$ cat src/rtl/assert_macros.svh
// Assertion macros used by the RTL of the co-occurrence counter.
`ifndef ASSERT_MACROS_SVH
`define ASSERT_MACROS_SVH

// Expression must hold at every clock edge outside reset.
`define ASSERT_ALWAYS(label, expr, msg) \
	label: assert property (@(posedge clk) disable iff (!arst_n) (expr)) else $error(msg);

// When cond holds, expr must hold at the same edge.
`define ASSERT_IMPL(label, cond, expr, msg) \
	label: assert property (@(posedge clk) disable iff (!arst_n) (cond) |-> (expr)) else $error(msg);

// When cond holds, expr must hold at the next edge.
`define ASSERT_NEXT(label, cond, expr, msg) \
	label: assert property (@(posedge clk) disable iff (!arst_n) (cond) |=> (expr)) else $error(msg);

`endif

$ cat src/rtl/pcc_ram.sv
// Generic single-write, single-read RAM with registered read data.
`default_nettype none

module pcc_ram #(
	parameter int WIDTH = 8,
	parameter int DEPTH = 256,
	localparam int AW = $clog2(DEPTH)
) (
	input  wire logic             clk,
	input  wire logic             we,
	input  wire logic [AW-1:0]    waddr,
	input  wire logic [WIDTH-1:0] wdata,
	input  wire logic [AW-1:0]    raddr,
	output logic      [WIDTH-1:0] rdata
);

	logic [WIDTH-1:0] mem_q [DEPTH];

	always_ff @(posedge clk) begin
		if (we) begin
			mem_q[waddr] <= wdata;
		end
		rdata <= mem_q[raddr];
	end

endmodule

`default_nettype wire

$ cat config.mk
export PLATFORM = sky130hd
export DESIGN_NAME = pcc_ram
export DESIGN_NICKNAME = d
export VERILOG_FILES = /design/src/rtl/assert_macros.svh /design/src/rtl/pcc_ram.sv
export SDC_FILE = /design/constraint.sdc
export NUM_CORES = 2
export LEC_CHECK = 0
export BUFFER_PORTS_ARGS = -buffer_cell sky130_fd_sc_hd__buf_2
export CAP_MARGIN = 40
export CORE_AREA = 2 2 402 404
export DETAILED_ROUTE_END_ITERATION = 7
export DIE_AREA = 0 0 404 406
export PLACE_DENSITY = 0.74
export SYNTH_ARGS = -nofsm -noshare
export SYNTH_HDL_FRONTEND = slang
export SYNTH_SLANG_ARGS = --single-unit
export TNS_END_PERCENT = 1
$ cat constraint.sdc
create_clock -name clk -period 5.3 [get_ports clk]
set_clock_uncertainty 0.15 [all_clocks]
set_input_delay 1.06 -clock clk [delete_from_list [all_inputs] [get_ports clk]]
set_output_delay 1.06 -clock clk [all_outputs]
set_load 0.01 [all_outputs]
### Yosys cells after proc, flatten, opt, wreduce, memory -nomap -nowiden

Memories as Yosys holds them, arrays and structs flattened. A register that Yosys moved wholly into a read port is not among the register bits.
Index checks and enable logic that the tools add are counted.

* memories: 1
* register bits after elaboration: 0
* bits in writable memories: 2048
* word-level logic and storage cells: 3
* output and inout port bits: 8

Memory list
* mem_q: depth 256, bits a word 8, rd ports 1, clocked after memory_dff 1, wr ports 1, RTL line pcc_ram.sv:17 `logic [WIDTH-1:0] mem_q [DEPTH];`

* mux-type cells: 2

Operator list (number)
* $mux W1: 2

### Logic depth before layout (Yosys ltp)

* depth after elaboration: 2
* depth in mapped cells: 11
* depth with buffers taken out: 6

### Worst setup path after synthesis

No wires, ideal clock.

* path kind: input-to-reg
* start: in raddr[0]
* end: reg rdata[2] (read register of mem_q)
* data required time: 5.019 ns
* path slack: 2.152 ns
* arrival: 2.867 ns
* path buffers: 4
* cell stages on the path: 9
* cell sequence: buf_6 > buf_12 > buf_8 > buf_2 > mux4_2 > a22oi_1 > a21oi_1 > nor4_1 > nor4_2

RTL lines
* start, declared: RTL line pcc_ram.sv:13 `input wire logic [AW-1:0] raddr,`
* end, declared: RTL line pcc_ram.sv:14 `output logic [WIDTH-1:0] rdata`

==> summary.md <==
| Metric | Value |
|---|---|
| Status | finished clean |
| Post-Syn Instances | around 3700 |
| Fin. Hold Viols | 0 |
| Simple-gate share of the synthesized area | 2.63% |
| Max frequency | 0.274 GHz |
| Slew HR | between 30% and 40% |
| CP Data Arrival Time | 4.16 ns |
| Clock sink count | around 2000 |
| Initial antenna violation count | 14 |
| Final WL | about 190000 um |
| Async S/R FF share, synth | 0% |
| Hold buffers post-CTS | 0 |
| Cell area after synthesis | 79600 sq um |
| Psw | roughly 7000 uW |
| Post-synth top area share | between 70 and 80% |
| Port Buf Inserts | 33 |
| TNS Setup | 0 ns |
| P_leak | between 0.02 and 0.03 uW |
| Worst VDD drop | between 300 and 400 uV |
| CP required | between 5 and 6 ns |
| Final instance area | between 80000 and 90000 sq um |
| Remaining Overflow, GRT | 0 |
| Area after DPL | 83000 sq um |
| Count leader, synth | edfxtp_1 |
| CTS resizes | 0 |
| Row cnt | approximately 150 |
| CP startpoint kind | input pin |
| Drt drc | 0 |
| CP max stage delay | between 0.7 and 0.8 ns |
| Final worst slack | between 1.5 and 2 ns |
| Place WS | about 0.8 ns |
| Logic pwr share | 5.0% |
| Net Sw Frac | a little over a fifth |
| Critical-path maximum fanout | 26 |
| Min cycle time layout | between 3 and 4 ns |
| RSZ-0062 raised after global routing | false |
| Detailed Route Iter0 Violations | 6331 |
| Largest net degree at the start of global routing | ~150 |
| Area grow syn2layout | 12.0% |
| Largest area contributor in the netlist | edfxtp_1 |
| Power per cell area | 371 nW/um^2 |
| Syn_nets | approximately 3800 |
| Vias | roughly 40000 |
| Int Pwr | 26100 uW |
| Most used DFF post-synth | edfxtp_1 |
| Worst Max-Slew Pin Slew | a little over 1 ns |
| DP HPWL | roughly 120000 um |
| Syn avg cell area | between 20 and 25 sq um |
| First-pass GRT wire length | ~280000 um |
| TritonRoute pass-1 iters | 7 |
| Gp weighted congestion | about 0.9 |
| Yosys cell types | 55 |
| Post-Synth XOR/XNOR Area | 0% |
| Post-CTS setup buffer count | 0 |
| Placed Cells | 5816 |
| Die W | between 400 and 500 um |
| Non-Filler Instances | about 6000 |
| Chip height | approximately 410 um |
| Worst setup EP type | register |
| FF+latch count, synth | approximately 2100 |
| Synth cell count leaders | edfxtp_1 (2048), mux4_2 (454), nor2_1 (282), mux2i_1 (134), a22oi_1 (133) |
| Number of enable flip-flop cells after synthesis | 2048 |
| Root Buffer | clkbuf_16 |
| Main combinational cell family by area after synthesis | multiplexers |
| FILL cells | 11346 |
| H-tree depth | 4 |
| Worst-Skew Late Latency | between 0.8 and 0.9 ns |
| Seq pwr share | roughly 54% |
| Max-cap viol count | 0 |
| Final #Nets | between 3000 and 4000 |
| Final period utilization | 68.9% |
| Clock slew at reported path FFs | about 0.06 ns |
| CP max stage cell | nor4_1 |
| Max Root-Sink Buffers | 3 |
| Reg2reg path depth | 6 |
| Syn. warnings | 0 |
| Initial core utilization | ~50% |
| Critical path class | in -> reg |
| Routed len/inst | 31.3 um |
| Die area | ~160000 sq um |
| Antenna-violating nets left | 0 |
| CTS tree | built |
| Final hold slack | 0.531 ns |
| Layout cells sized above 1 | a little under a quarter |
| Placeable core area | roughly 160000 sq um |
| Vias in the first global route | 39448 |
| Vias/cell | 6.48 |
| # setup viols final | 0 |
| Post-synthesis adder-cell area fraction | 0% |
| Slew Limit Fails | 0 |
| Clock power frac | 40.7% |
| CTS buffer count | 192 |
| GRT Total Usage | 23.7% |
| Mux contribution to synthesized area | between 10% and 20% |
| Synth Area in Compound Gates | under 10% |
| CP Cell Sequence | buf_8 > buf_4 > buf_4 > mux4_2 > a22oi_1 > a21oi_1 > nor4_1 > nor4_1 |
| Top cells by area, synth | edfxtp_1 (77%), mux4_2 (13%), mux2i_1 (1.7%) |
| Min-Delay Path Depth | 1 |
| Ports | 34 |
| HP Class | in -> reg |
| Seq/Total Area, Yosys | between 70 and 80% |
==> worst max-delay path, delay by kind of cell <==
family | cells | cell delay [ns]
multiplexers | 1 | 0.58
AND/OR/NAND/NOR | 2 | 0.92
AO/OA/AOI/OAI | 2 | 0.38
buffers and inverters | 3 | 1.14
==> cell usage in the layout (no fill, tap or decap), drive strengths merged, types with 2 or more instances in the layout <==
| cell type | n |
|---|---|
| bufinv | 15 |
| diode | 5 |
| or2 | 4 |
| edfxtp | 2048 |
| a22o | 8 |
| clkinvlp | 3 |
| o32ai | 5 |
| nand3 | 34 |
| nand2 | 33 |
| dfxtp | 8 |
| mux2i | 134 |
| mux4 | 456 |
| clkbuf | 261 |
| a311oi | 2 |
| o22ai | 28 |
| nor4 | 27 |
| nor3 | 22 |
| and3b | 2 |
| a21oi | 96 |
| a31oi | 2 |
| nor2 | 282 |
| clkinv | 69 |
| a22oi | 133 |
| and2 | 6 |
| a221oi | 14 |
| nand2b | 8 |
| nand3b | 2 |
| o211ai | 10 |
| o221ai | 47 |
| o22a | 5 |
| inv | 9 |
| nand4 | 10 |
| a2111oi | 5 |
| nor2b | 31 |
| a211oi | 16 |
| o21ai | 12 |
| buf | 225 |
==> flip-flops by register name, summed over array words and instances, names as in the netlist <==
signal,cells
rdata,8
mem_q,2048
==> cell type report <==
| class | count | area, sq um | share of cell area (%) |
|---|---|---|---|
| flip-flops and latches | 2056 | 61700 | 69.2 |
| repair buffers | 233 | 2220 | 2.49 |
| clock inverters | 94 | 916 | 1.03 |
| well taps | 2086 | 2610 | 2.93 |
| clock buffers | 253 | 5170 | 5.80 |
| multi-input cells | 1442 | 16500 | 18.5 |
| diodes | 5 | 12.5 | 0.0140 |
| inverters | 2 | 7.51 | 0.00843 |
==> through the flow <==
step	power, uW	util, %
after global routing	33800	55.8
after detailed placement	19900	52.0
final	33000	55.8
after global placement	19900	51.7
after CTS	33100	55.8
after floorplan	19200	-
==> routing by layer <==
metal  share of wire [%]  vias up  routed length [um]  track usage, %
li1                    -    16083                   -               -
met5               0.028        -                  55               0
met2                  47     2751               90900            36.4
met3                  12      442               23200            5.85
met1                  37    20696               71800            33.3
met4                 3.8       10                7340            8.80
==> worst paths after layout <==
kind / endpoint / from / slack (ns)
setup / recovery: rdata[7]$_DFF_P_ / raddr[0] / 1.65
setup reg to reg: rdata[5]$_DFF_P_ / mem_q[211][5]$_DFFE_PP_ / 2.47
hold / removal: mem_q[225][0]$_DFFE_PP_ / wdata[0] / 0.53
hold reg to reg: rdata[3]$_DFF_P_ / mem_q[103][3]$_DFFE_PP_ / 1.00
==> cell families (layout without fill, tap and decap cells) <==
logic type,after synthesis,in the layout
other,0,5
DFF,2056,2056
muxes,591,591
buffers and inverters,235,582
and+or+nand+nor,466,466
AOI/OAI and AO/OA,385,385
==> power groups by stage <==
| stage | logic [uW] | registers, uW | clock network (uW) |
|---|---|---|---|
| after CTS | 1630 | 18000 | 13600 |
| after floorplan | 871 | 18300 | 0 |
| after global routing | 1710 | 18000 | 14200 |
| final | 1640 | 18000 | 13400 |
| after detailed placement | 1620 | 18300 | 0 |
| after global placement | 1580 | 18300 | 0 |
(Power assumes the default switching activity.)
